$ cat config.mk
export PLATFORM = sky130hd
export DESIGN_NAME = ttdg_divider
export DESIGN_NICKNAME = d
export VERILOG_FILES = /design/src/ttdg_pkg.sv /design/src/ttdg_divider.sv
export SDC_FILE = /design/constraint.sdc
export NUM_CORES = 1
export LEC_CHECK = 0
export ABC_AREA = 1
export ABC_CLOCK_PERIOD_IN_PS = 2400
export BUFFER_PORTS_ARGS = -buffer_cell sky130_fd_sc_hd__buf_2
export CORE_AREA = 2 2 152 154
export DETAILED_ROUTE_END_ITERATION = 16
export DIE_AREA = 0 0 154 156
export PLACE_DENSITY = 0.51
export SLEW_MARGIN = 20
export SYNTH_ARGS = -nofsm -noshare
export SYNTH_HDL_FRONTEND = slang
export SYNTH_SLANG_ARGS = --single-unit
export TNS_END_PERCENT = 50
$ cat constraint.sdc
create_clock -name clk -period 2.4 [get_ports clk]
set_clock_uncertainty 0.05 [all_clocks]
set_input_delay 0.36 -clock clk [delete_from_list [all_inputs] [get_ports clk]]
set_output_delay 0.36 -clock clk [all_outputs]
set_load 0.02 [all_outputs]
$ cat src/ttdg_pkg.sv
package ttdg_pkg;

    // Build-time defaults
    localparam int unsigned CORDIC_STEPS_DEFAULT = 16;

    // Arctangent table: 24 entries, indexed by a 5-bit step count
    localparam int unsigned ATAN_DEPTH = 24;
    localparam int unsigned STEP_W     = 5;

    // Datapath widths
    localparam int unsigned CIN_W     = 34;  // CORDIC operand in
    localparam int unsigned CX_W      = 45;  // CORDIC x/y working width
    localparam int unsigned ANG_W     = 34;  // angle, Q28 radians
    localparam int unsigned E_W       = 35;  // angle difference
    localparam int unsigned ERR_W     = 18;  // heading error, signed Q5.12
    localparam int unsigned NUM_W     = 19;  // error difference
    localparam int unsigned DEN_W     = 32;  // time gap
    localparam int unsigned DIV_CNT_W = 5;
    localparam int unsigned DX_W      = 33;  // displacement
    localparam int unsigned PP_W      = 35;  // Kp * err
    localparam int unsigned PD_W      = 36;  // Kd * deriv
    localparam int unsigned ACC_W     = 40;  // PD sum
    localparam int unsigned SQ_W      = 62;  // squared magnitude
    localparam int unsigned CFG_IDX_W = 3;
    localparam int unsigned CFG_DAT_W = 32;

    // Angle constants
    localparam logic signed [ANG_W-1:0] PI_ANG     = 34'sd843314857;
    localparam logic signed [E_W-1:0]   PI_E       = 35'sd843314857;
    localparam logic signed [E_W-1:0]   TWO_PI_E   = 35'sd1686629713;
    localparam logic signed [E_W-1:0]   E_HALF     = 35'sd32768;
    localparam logic signed [CX_W-1:0]  NORM_LIM   = 45'sh100_0000_0000;
    localparam logic signed [CIN_W-1:0] ONE_Q28    = 34'sd268435456;
    localparam logic signed [ACC_W-1:0] ACC_HALF   = 40'sd8192;
    localparam logic signed [ACC_W-1:0] SAT_HI     = 40'sd32767;
    localparam logic signed [ACC_W-1:0] SAT_LO     = -40'sd32768;

    // Commands
    localparam logic [1:0] CMD_START  = 2'd0;
    localparam logic [1:0] CMD_TICK   = 2'd1;
    localparam logic [1:0] CMD_CANCEL = 2'd2;

    // Status codes
    localparam logic [2:0] ST_IDLE    = 3'd0;
    localparam logic [2:0] ST_WAIT    = 3'd1;
    localparam logic [2:0] ST_SPIN    = 3'd2;
    localparam logic [2:0] ST_DRIVE   = 3'd3;
    localparam logic [2:0] ST_DONE    = 3'd4;
    localparam logic [2:0] ST_CANCEL  = 3'd5;
    localparam logic [2:0] ST_TIMEOUT = 3'd6;

    // Register indexes
    localparam logic [CFG_IDX_W-1:0] CFG_GAIN_P   = 3'd0;
    localparam logic [CFG_IDX_W-1:0] CFG_GAIN_D   = 3'd1;
    localparam logic [CFG_IDX_W-1:0] CFG_HEAD_TOL = 3'd2;
    localparam logic [CFG_IDX_W-1:0] CFG_ARR_TOL  = 3'd3;
    localparam logic [CFG_IDX_W-1:0] CFG_CRUISE   = 3'd4;
    localparam logic [CFG_IDX_W-1:0] CFG_TIMEOUT  = 3'd5;

    // Register reset values
    localparam logic [15:0]        RST_GAIN_P   = 16'd3277;
    localparam logic [15:0]        RST_GAIN_D   = 16'd0;
    localparam logic [13:0]        RST_HEAD_TOL = 14'd819;
    localparam logic [30:0]        RST_ARR_TOL  = 31'd6554;
    localparam logic signed [15:0] RST_CRUISE   = 16'sd3277;
    localparam logic [15:0]        RST_TIMEOUT  = 16'd360;

    typedef struct packed {
        logic [1:0]         command;
        logic [31:0]        time_sec;
        logic               pose_ready;
        logic signed [31:0] pose_x;
        logic signed [31:0] pose_y;
        logic signed [15:0] quat_w;
        logic signed [15:0] quat_z;
        logic signed [31:0] goal_x;
        logic signed [31:0] goal_y;
    } item_t;

    typedef struct packed {
        logic               drive_valid;
        logic signed [15:0] linear_speed;
        logic signed [15:0] turn_rate;
        logic [2:0]         status;
    } result_t;

    typedef enum logic [4:0] {
        S_IDLE,
        S_DECODE,
        S_YAW_GO,
        S_YAW_WAIT,
        S_BEAR_GO,
        S_BEAR_WAIT,
        S_WRAP,
        S_ROUND,
        S_TEST,
        S_DIV_WAIT,
        S_MUL_P,
        S_MUL_D,
        S_SUM,
        S_DIST_X,
        S_DIST_Y,
        S_DIST_T,
        S_CMP,
        S_FINISH
    } ctl_state_t;

    typedef enum logic [1:0] {
        C_IDLE,
        C_NORM,
        C_ITER,
        C_DONE
    } cordic_state_t;

    // atan(2^-i) in Q28 radians
    function automatic logic signed [ANG_W-1:0] atan_entry(input logic [STEP_W-1:0] i);
        logic signed [ANG_W-1:0] v;
        begin
            unique case (i)
                5'd0:    v = 34'sd210828714;
                5'd1:    v = 34'sd124459457;
                5'd2:    v = 34'sd65760959;
                5'd3:    v = 34'sd33381290;
                5'd4:    v = 34'sd16755422;
                5'd5:    v = 34'sd8385879;
                5'd6:    v = 34'sd4193963;
                5'd7:    v = 34'sd2097109;
                5'd8:    v = 34'sd1048571;
                5'd9:    v = 34'sd524287;
                5'd10:   v = 34'sd262144;
                5'd11:   v = 34'sd131072;
                5'd12:   v = 34'sd65536;
                5'd13:   v = 34'sd32768;
                5'd14:   v = 34'sd16384;
                5'd15:   v = 34'sd8192;
                5'd16:   v = 34'sd4096;
                5'd17:   v = 34'sd2048;
                5'd18:   v = 34'sd1024;
                5'd19:   v = 34'sd512;
                5'd20:   v = 34'sd256;
                5'd21:   v = 34'sd128;
                5'd22:   v = 34'sd64;
                5'd23:   v = 34'sd32;
                default: v = '0;
            endcase
            return v;
        end
    endfunction

endpackage

$ cat src/ttdg_divider.sv
module ttdg_divider (
    input  logic                               clk,
    input  logic                               rst_n,
    input  logic                               go,
    input  logic signed [ttdg_pkg::NUM_W-1:0]  num,
    input  logic signed [ttdg_pkg::DEN_W-1:0]  den,
    output logic                               done,
    output logic signed [ttdg_pkg::NUM_W-1:0]  quot
);
    import ttdg_pkg::*;

    logic [DEN_W:0]       rem_reg, rem_next;
    logic [NUM_W-1:0]     q_reg, q_next;
    logic [DEN_W-1:0]     den_reg, den_next;
    logic                 neg_reg, neg_next;
    logic [DIV_CNT_W-1:0] cnt_reg, cnt_next;
    logic                 busy_reg, busy_next;
    logic                 done_reg, done_next;
    logic [DEN_W:0]       trial;
    logic                 fits;

    // One quotient bit per cycle, restoring
    assign trial = {rem_reg[DEN_W-1:0], q_reg[NUM_W-1]};
    assign fits  = trial >= {1'b0, den_reg};

    always_comb
    begin
        rem_next  = rem_reg;
        q_next    = q_reg;
        den_next  = den_reg;
        neg_next  = neg_reg;
        cnt_next  = cnt_reg;
        busy_next = busy_reg;
        done_next = 1'b0;
        if (go)
        begin
            q_next    = (num < 0) ? NUM_W'(-num) : NUM_W'(num);
            den_next  = (den < 0) ? DEN_W'(-den) : DEN_W'(den);
            neg_next  = num[NUM_W-1] ^ den[DEN_W-1];
            rem_next  = '0;
            cnt_next  = DIV_CNT_W'(NUM_W);
            busy_next = 1'b1;
        end
        else if (busy_reg)
        begin
            rem_next = fits ? (trial - {1'b0, den_reg}) : trial;
            q_next   = {q_reg[NUM_W-2:0], fits};
            cnt_next = cnt_reg - DIV_CNT_W'(1);
            if (cnt_reg == DIV_CNT_W'(1))
            begin
                busy_next = 1'b0;
                done_next = 1'b1;
            end
        end
    end

    always_ff @(posedge clk or negedge rst_n)
    begin
        if (!rst_n)
        begin
            busy_reg <= 1'b0;
            done_reg <= 1'b0;
        end
        else
        begin
            busy_reg <= busy_next;
            done_reg <= done_next;
        end
    end

    always_ff @(posedge clk)
    begin
        rem_reg <= rem_next;
        q_reg   <= q_next;
        den_reg <= den_next;
        neg_reg <= neg_next;
        cnt_reg <= cnt_next;
    end

    assign done = done_reg;
    assign quot = neg_reg ? -$signed(q_reg) : $signed(q_reg);

    // Checks
    a_done_pulse: assert property (@(posedge clk) disable iff (!rst_n)
        done_reg |=> !done_reg)
        else $error("divider done held longer than one cycle");

    a_go_free: assert property (@(posedge clk) disable iff (!rst_n)
        go |-> !busy_reg)
        else $error("divider started while busy");

    a_done_after_busy: assert property (@(posedge clk) disable iff (!rst_n)
        done_reg |-> $past(busy_reg))
        else $error("divider done without a division");

endmodule

# Yosys cells after proc, flatten, opt, wreduce, memory -nomap -nowiden
# Index checks and enable logic that the tools add are counted.
# totals
register_bits	91
latchBits	0
mem_bits_rw	0
mem_bits_ro	0
input_bits	54
output_inout_bits	20
wordCells	30
n_memories	0
# classes
add_sub_neg	5
mul	0
div	0
magnitude_cmp	3
n_eq_ne	1
n_shift	0
n_mux	12
n_bitwise	1
n_reduce_logical	1
# ops
cell	count
2-to-1 mux 19 bit	4
2-to-1 mux 32 bit	2
negation 19 bit	2
>= comparator 33 x 32 -> 1 bit	1
< comparator 32 x 1 -> 1 bit, second input constant	1
negation 32 bit	1
subtractor 32 bit	1
< comparator 19 x 1 -> 1 bit, second input constant	1
2-to-1 mux 1 bit	6
equality test 5 x 1 -> 1 bit, second input constant	1
subtractor 5 x 1 -> 5 bit, second input constant	1
nonzero test 2 bit	1
bitwise XOR 1 bit	1

# Depth between registers and ports, before layout
# Gate-level depths: netlist (run 1).
# depth
ltp_word	4
mapped_depth	16
ltp_nobuf	16

# Worst setup path before layout (run 1)
# Ideal clock, no wire load.
# synth_path
path_type	register to output
start	reg q_reg[0]
end	out quot[16] (netlist bit)
arrival_time_ps	1776
required_ps	1990
path_slack_ps	214
path_stages_with_launch	9
path_buffers	0
path_cell_list	edfxtp_1 inv_1 ha_1 nand2_1 nor2_1 nand3_1 o31ai_1 o21ai_0 xor2_1
# synth_between
elab_chain_len	2
# synth_lines
item	line_no	source
start: declaration	ttdg_divider.sv:13	logic [NUM_W-1:0] q_reg, q_next;
start signal: assignment	ttdg_divider.sv:74	q_reg <= q_next;
negation 19 bit	ttdg_divider.sv:81	assign quot = neg_reg ? -$signed(q_reg) : $signed(q_reg);
2-to-1 mux 19 bit	ttdg_divider.sv:81	
end: declaration	ttdg_divider.sv:8	output logic signed [ttdg_pkg::NUM_W-1:0] quot
# Every way passes these cells.

# Final worst setup path (run 1)
# layout_path
start	reg q_reg[1]
end	out quot[17] (netlist bit)
# Same word-level chain as after synthesis.

==> results of run 1 <==
synthesized netlist by cell type, drive strengths merged:
cell	n	area [sq um]
a21oi	31	166
a22oi	1	7.51
a31oi	8	50.1
and2	1	6.26
and3	1	6.26
buf	14	88.8
clkbuf	11	41.3
clkinv	2	7.51
dfrtp	2	50.1
dfxtp	37	741
edfxtp	52	1560
fa	1	20.0
ha	37	463
inv	236	886
nand2	379	1450
nand3	87	440
nand3b	25	188
nand4	10	62.6
nor2	103	404
nor3	17	95.1
nor4	2	12.5
o211ai	1	7.51
o21ai	58	290
o21bai	3	22.5
o31ai	3	22.5
or2	2	12.5
xnor2	19	166
xor2	54	473
worst max-delay path by stage:
stage / slack (ps) / cells past startpoint / to / start
2_1_floorplan: 210 / 8 / quot[16] / q_reg[0]
3_3_place_gp: 40 / 15 / rem_reg[31] / den_reg[26]
3_5_place_dp: 50 / 15 / rem_reg[31] / den_reg[26]
4_1_cts: -150 / 9 / quot[14] / q_reg[1]
5_1_grt: -270 / 9 / quot[17] / q_reg[1]
6_report: -100 / 9 / quot[17] / q_reg[1]
stage by stage:
stage               area, sq um  hold WS (ps)
detailed placement         8680           106
global route               9390           171
finish                     9390           168
floorplan                  7740          14.4
CTS                        9020           162
global placement           8680           107
worst max-delay path, delay by kind of cell (launching register included):
kind                   cells  cell delay, ps
AND/OR/NAND/NOR            4             630
flip-flops                 1             410
buffers and inverters      2             300
AO/OA/AOI/OAI              2             240
XOR/XNOR                   1             140
power by group:
| group | switching [mW] | internal [mW] | total (mW) |
|---|---|---|---|
| Combinational | 2.89 | 2.00 | 4.89 |
| Sequential | 0.226 | 1.98 | 2.20 |
| Clock | 0.660 | 0.711 | 1.37 |
| Total | 3.78 | 4.69 | 8.47 |
layer usage:
layer  global-route usage  wire length [um]
met1                0.277             11800
met2                0.293              9600
met3               0.0189               863
met4               0.0516               259
met5                    0                 0
repair_timing:
action	in CTS	in global routing
gates cloned	0	4
hold buffers	1	0
setup endpoints to repair	7	42
pin swaps	4	9
endpoints found under the hold margin	2	0
gates resized for setup	10	71
setup buffers	2	3
cells by family after synthesis:
| family | count (synthesis) | share of synthesized area |
|---|---|---|
| xor gates and xnor gates | 73 | 0.0826 |
| adders and majority gates | 38 | 0.0624 |
| buffers and inverters | 263 | 0.132 |
| DFF | 91 | 0.304 |
| AOI/OAI and AO/OA | 105 | 0.0733 |
| and+or+nand+nor | 627 | 0.345 |
area by class of cell:
cell class              instances  area [sq um]  area share
flip-flops and latches         91          2350       0.251
clock inverters                 7          51.3     0.00546
well taps                     285           357      0.0380
inverters                     238           893      0.0951
clock buffers                   9           225      0.0240
repair buffers                123           875      0.0932
multi-input cells             844          4640       0.494
==> results.cfg, run 1 <==
[run_status]
run_status = finished with violations
violations = negative setup slack

[synthesis]
synth_nets = 1289
synthCells = 1197
yosysWarnings = 0
seq_area_frac_synth = 0.304
ys_seq_elements = 91
ys_types = 40
avgSynthCellArea_sq_um = 6.46
synth.cell_area_sq_um = 7740

[layout]
drive_gt1_frac = 0.166
nNetsFinal = 1399
syn_to_final_growth_pct = 21.3
fin_util = 0.420
final_common_cell = nand2_1
fin_cells = 1597
num-fill-cells = 2401
num_antenna_cells = 0
layout_common_cells = nand2_1, inv_1, nor2_1

[sta]
period_minus_slack_ps = 2500
fin_tns_setup_ps = -437
hold_viol = 0
slew_headroom = 0.578
worst_pin_slew_ps = 627
rsz0062_at_grt = true
finalCritPeriodShare = 1.04
setup_slack_ps = -98.9
fmax_mhz = 400
drv_slew = 0
setup_viol = 6

[worst_setup_path]
critical_path_class = reg2out
r2r-start = den_reg[23]
cpMaxStageDelayCell = edfxtp_1
worstPathArrival_ps = 2090
crit_required_ps = 1990
crit_path_end_kind = primary output
cp_slowest_stage_delay_ps = 410
crit_path_cell_trace = buf_6 > nor3_4 > nand4_1 > nand2_1 > o211ai_1 > nor2_2 > o21ai_1 > xor2_1 > buf_4
rrSetupSlack_ps = 100
r2r-end = rem_reg[0]
worstPathMaxFanout = 3
rr_worst_depth = 14
start_kind = flip-flop

[pwr]
power_mw = 8.47
p_leak_nw = 4.92
p_per_area_nw_per_um2 = 902
irDropWorstVdd_mv = 0.431

[min_path]
hp-start = den[0]
hold_end = den_reg[0]
hold_path_depth = 1
hold_path_class = in2reg

[global_routing]
grt_max_degree = 38
gr-total-overflow = 0
grt_pass1_vias = 7126
grt_pass1_wl_mm = 36.0
antenna_found_initial = 0
grtUsageTotal = 0.188

[routing]
drt-initial-drc-count = 484
wl_mm = 22.6
drc_errors = 0
ant_nets = 0
vias_per_cell = 4.67
dr.pass1.iters = 5
vias = 7459
wl_per_cell_um = 14.1

[clock_network]
insertion_delay_ps = 360
htree_levels = 3
cts.sink_count = 91
cts_tree = yes
clockBufferDepth = 2
clock_tree.root_cell = clkbuf_16
cts_inserted_buffers = 9
clkTransAtPathRegs_ps = 70

[floorplan]
die_w_um = 154
dieArea_sq_um = 24000
coreArea_sq_um = 22400
io_pins = 74
die_h_um = 156
rows = 55
start_util = 0.346

[placement]
dp_hpwl_mm = 17.7
place_congestion = 0.895
pre_cts_ws_ps = 49.0
port_buffers = 73
dp_cells = 1571

[flow_run]
drv_cap = 0
No activity file was read; power rests on OpenSTA's default activity.
==> inputs of run 2 (changes only) <==
--- a/config.mk
+++ b/config.mk
@@ -9,9 +9,11 @@
 export ABC_CLOCK_PERIOD_IN_PS = 2400
 export BUFFER_PORTS_ARGS = -buffer_cell sky130_fd_sc_hd__buf_2
 export CORE_AREA = 2 2 152 154
+export CTS_BUF_LIST = sky130_fd_sc_hd__clkbuf_2 sky130_fd_sc_hd__clkbuf_4 sky130_fd_sc_hd__clkbuf_8
 export DETAILED_ROUTE_END_ITERATION = 16
 export DIE_AREA = 0 0 154 156
 export PLACE_DENSITY = 0.51
+export SETUP_SLACK_MARGIN = 0.2
 export SLEW_MARGIN = 20
 export SYNTH_ARGS = -nofsm -noshare
 export SYNTH_HDL_FRONTEND = slang
==> results.cfg, run 2 (synthesis results as in run 1) <==
[routing]
wl_mm = 24.1
highest_layer = met4
drc_errors = 0
ant_nets = 0
dr.pass1.iters = 6
vias = 7676
route.met3.wl_mm = 1.09
drt-initial-drc-count = 454
vias_per_cell = 4.76
wl_per_cell_um = 14.9
drt-met1-wl_mm = 12.1
wl_met2_mm = 10.5

[layout]
syn_to_final_growth_pct = 35.4
fin_util = 0.468
drive_gt1_frac = 0.292
multi_input_area_sq_um = 5550
layout_common_cells = nand2_1, inv_1, nor2_1
register_area_sq_um = 2350
num_antenna_cells = 0
nNetsFinal = 1414
design_area_sq_um = 10500
num-fill-cells = 2278
final_common_cell = nand2_1

[clock_network]
htree_levels = 3
clockBufferDepth = 2
cts.sink_count = 91
clock_tree.root_cell = clkbuf_8
cts_tree = yes
clkTransAtPathRegs_ps = 110
insertion_delay_ps = 390
cts_inserted_buffers = 9

[sta]
rsz0062_at_grt = true
setup_viol = 7
fmax_mhz = 391
finalCritPeriodShare = 1.07
hold_viol = 0
slew_headroom = 0.580
fin_tns_setup_ps = -675
period_minus_slack_ps = 2560
drv_slew = 0
setup_slack_ps = -156
worst_pin_slew_ps = 623

[flow_run]
drv_cap = 0

[worst_setup_path]
crit_path_end_kind = primary output
cp_slowest_stage_delay_ps = 430
worst-path-stages = 9
critPathTopFamily = simple AND/OR/NAND/NOR gates
crit_path_cell_trace = buf_6 > nor3_4 > nand4_1 > nand2_1 > o211ai_1 > nor2_2 > nand2_1 > xor2_1 > buf_4
path_common_cell = nand2_1
worstPathMaxFanout = 3
worst-path-buf-inv = 2
cpMaxStageDelayCell = edfxtp_1
worstPathArrival_ps = 2150
start_kind = flip-flop
crit_required_ps = 1990
critical_path_class = reg2out
rr_worst_depth = 12

[global_routing]
gr-total-overflow = 0
grt_pass1_wl_mm = 36.6
grt_max_degree = 38
antenna_found_initial = 0
grtUsageTotal = 0.192
grt_pass1_vias = 7189

[placement]
place_congestion = 0.895
pre_cts_ws_ps = 49.0
dp_hpwl_mm = 17.7
dpl_cell_area_sq_um = 8680
port_buffers = 73

[floorplan]
io_pins = 74
dieArea_sq_um = 24000
die_h_um = 156
start_util = 0.346
coreArea_sq_um = 22400
rows = 55
die_w_um = 154

[min_path]
hold_path_class = in2reg
hold_path_depth = 1

[pwr]
irDropWorstVdd_mv = 0.373
p_per_area_nw_per_um2 = 931
p_leak_nw = 5.29

[run_status]
violations = negative setup slack
run_status = finished with violations
run 2: layout make-up:
| cell class | count | area share |
|---|---|---|
| Multi-Input combinational cell | 844 | 0.530 |
| Sequential cell | 91 | 0.225 |
| Timing Repair Buffer | 138 | 0.109 |
| Inverter | 238 | 0.0855 |
| Tap cell | 285 | 0.0340 |
| Clock buffer | 9 | 0.0118 |
| Clock inverter | 7 | 0.00490 |
run 2: routing by layer:
layer  vias to the layer above  track usage
met4                         0       0.0503
met5                         -            0
met2                       154        0.300
met3                        24       0.0169
li1                       3968            -
met1                      3530        0.283
run 2: where the power goes:
| group | internal, mW | switching, mW |
|---|---|---|
| combinational | 2.79 | 3.68 |
| clock | 0.385 | 0.629 |
| sequential | 1.98 | 0.293 |
run 2: final timing paths:
check / start / to / slack, ps
worst max-delay path: q_reg[1] / quot[15] / -160
worst min-delay path: den[0] / den_reg[0] / 140
worst max register to register: den_reg[22] / rem_reg[12] / 180
worst min register to register: cnt_reg[4] / cnt_reg[4] / 430
max in group asynchronous: rst_n / busy_reg / 1980
min in group asynchronous: rst_n / done / 220
run 2: what timing repair did:
action | 4_1_cts | 5_1_grt
resized for setup | 63 | 252
hold endpoints to repair | 2 | 0
gates cloned | 1 | 7
buffers inserted | 5 | 11
setup endpoints to repair | 46 | 48
hold buffers | 1 | 0
pin swaps | 17 | 66
run 2: per-stage QoR:
step | power [mW] | std cells | hold slack [ps]
after floorplan | 5.17 | 1197 | 14.4
after global placement | 6.49 | 1571 | 107
after detailed placement | 6.48 | 1571 | 106
after CTS | 7.97 | 1594 | 122
after global routing | 10.5 | 1612 | 137
final | 9.75 | 1612 | 137
==> inputs of run 3 (changes only) <==
--- a/config.mk
+++ b/config.mk
@@ -6,7 +6,7 @@
 export NUM_CORES = 1
 export LEC_CHECK = 0
 export ABC_AREA = 1
-export ABC_CLOCK_PERIOD_IN_PS = 2400
+export ABC_CLOCK_PERIOD_IN_PS = 2800
 export BUFFER_PORTS_ARGS = -buffer_cell sky130_fd_sc_hd__buf_2
 export CORE_AREA = 2 2 152 154
 export CTS_BUF_LIST = sky130_fd_sc_hd__clkbuf_2 sky130_fd_sc_hd__clkbuf_4 sky130_fd_sc_hd__clkbuf_8
==> constraint.sdc (replaced) <==
create_clock -name clk -period 2.8 [get_ports clk]
set_clock_uncertainty 0.05 [all_clocks]
set_input_delay 0.42 -clock clk [delete_from_list [all_inputs] [get_ports clk]]
set_output_delay 0.42 -clock clk [all_outputs]
set_load 0.02 [all_outputs]
==> results.cfg, run 3 (synthesis results as in run 1) <==
[global_routing]
grtUsageTotal = 0.187
grt_max_degree = 32
antenna_found_initial = 0
grt_pass1_vias = 6996
grt_pass1_wl_mm = 35.5
gr-total-overflow = 0

[routing]
dr.pass1.iters = 5
vias_per_cell = 4.66
drc_errors = 0
wl_per_cell_um = 13.8
drt-initial-drc-count = 475
vias = 7324
ant_nets = 0
wl_mm = 21.7

[worst_setup_path]
worstPathMaxFanout = 2
crit_required_ps = 2330
worstPathArrival_ps = 2250
start_kind = flip-flop
crit_path_end_kind = primary output
critical_path_class = reg2out

[clock_network]
cts_inserted_buffers = 9
insertion_delay_ps = 400
cts_tree = yes
clockBufferDepth = 2
htree_levels = 3
cts.sink_count = 91
clock_tree.root_cell = clkbuf_8
clkTransAtPathRegs_ps = 110

[floorplan]
start_util = 0.346
die_w_um = 154
io_pins = 74
rows = 55
coreArea_sq_um = 22400
die_h_um = 156
dieArea_sq_um = 24000

[layout]
drive_gt1_frac = 0.119
num_antenna_cells = 0
final_common_cell = nand2_1
syn_to_final_growth_pct = 14.0
fin_cells = 1573
layout_common_cells = nand2_1, inv_1, nor2_1
fin_util = 0.394
nNetsFinal = 1375

[pwr]
p_per_area_nw_per_um2 = 718
irDropWorstVdd_mv = 0.263
power_mw = 6.33
p_leak_nw = 4.72

[sta]
finalCritPeriodShare = 0.970
slew_headroom = 0.458
setup_viol = 0
drv_slew = 0
worst_pin_slew_ps = 813
hold_viol = 0
period_minus_slack_ps = 2720
rsz0062_at_grt = true
fmax_mhz = 368

[placement]
dp_cells = 1542
place_congestion = 0.881
port_buffers = 73
dp_hpwl_mm = 17.4

[min_path]
hold_path_class = in2reg

[run_status]
run_status = completed

[flow_run]
drv_cap = 0
-- run 3: cell count changes in the layout (fill, tap and decap cells not counted), sizes merged --
cell      previous run  this run
inv                240       239
clkinv               5         3
buf                131        99
clkbuf              15        11
clkinvlp             0         1
nand2              380       379
-- run 3: layer usage --
metal  part of all wire  GRT usage
met5                  0          0
met4             0.0072     0.0405
met3              0.041     0.0269
met2               0.43      0.290
met1               0.52      0.274
-- run 3: layout make-up --
class,instances,area [sq um]
fill,2416,13500
multi-input combinational,843,4450
sequential,91,2350
inverter,238,893
timing repair buffer,100,589
tap,285,357
clock buffer,11,139
clock inverter,5,38.8
-- run 3: where the power goes --
part	total (mW)	internal, mW	switching [mW]
sequential	1.87	1.69	0.181
combinational	3.57	1.28	2.28
clock	0.888	0.352	0.536
total	6.33	3.33	3.00
-- run 3: path summary, 6_finish.rpt --
check / depth (start not counted) / to / slack (ps) / from
max: 10 / quot[14] / 80 / q_reg[1]
min: 1 / den_reg[0] / 190 / den[0]
max reg2reg: 11 / rem_reg[28] / 420 / den_reg[28]
min reg2reg: 2 / rem_reg[31] / 420 / rem_reg[31]
max in group asynchronous: 2 / busy_reg / 2310 / rst_n
min in group asynchronous: 2 / done / 290 / rst_n
-- run 3: timing repair --
item | 4_1_cts | 5_1_grt
endpoints found under the hold margin | 2 | 0
gates resized for setup | 17 | 11
endpoints found under the setup margin | 6 | 27
pin swaps | 8 | 7
buffers inserted | 10 | 4
hold buffers | 1 | 0
-- run 3: per-stage QoR --
| stage | setup slack, ps | setup TNS, ps | hold WS [ps] | area, sq um |
|---|---|---|---|---|
| finish | 84.7 | 0 | 193 | 8820 |
| global route | -37.8 | -37.8 | 185 | 8820 |
| floorplan | 554 | 0 | 74.4 | 7740 |
| global placement | 133 | 0 | 169 | 8430 |
| CTS | 61.5 | 0 | 181 | 8740 |
| detailed placement | 177 | 0 | 169 | 8430 |
-- run 3: critical path, stage by stage (launching register included) --
cell	delay, ps
edfxtp_1	420
inv_1	90
ha_2	180
nand2_2	70
nor2_4	130
nand3_4	100
o31ai_4	240
buf_4	150
buf_4	100
xor2_1	180
buf_4	180
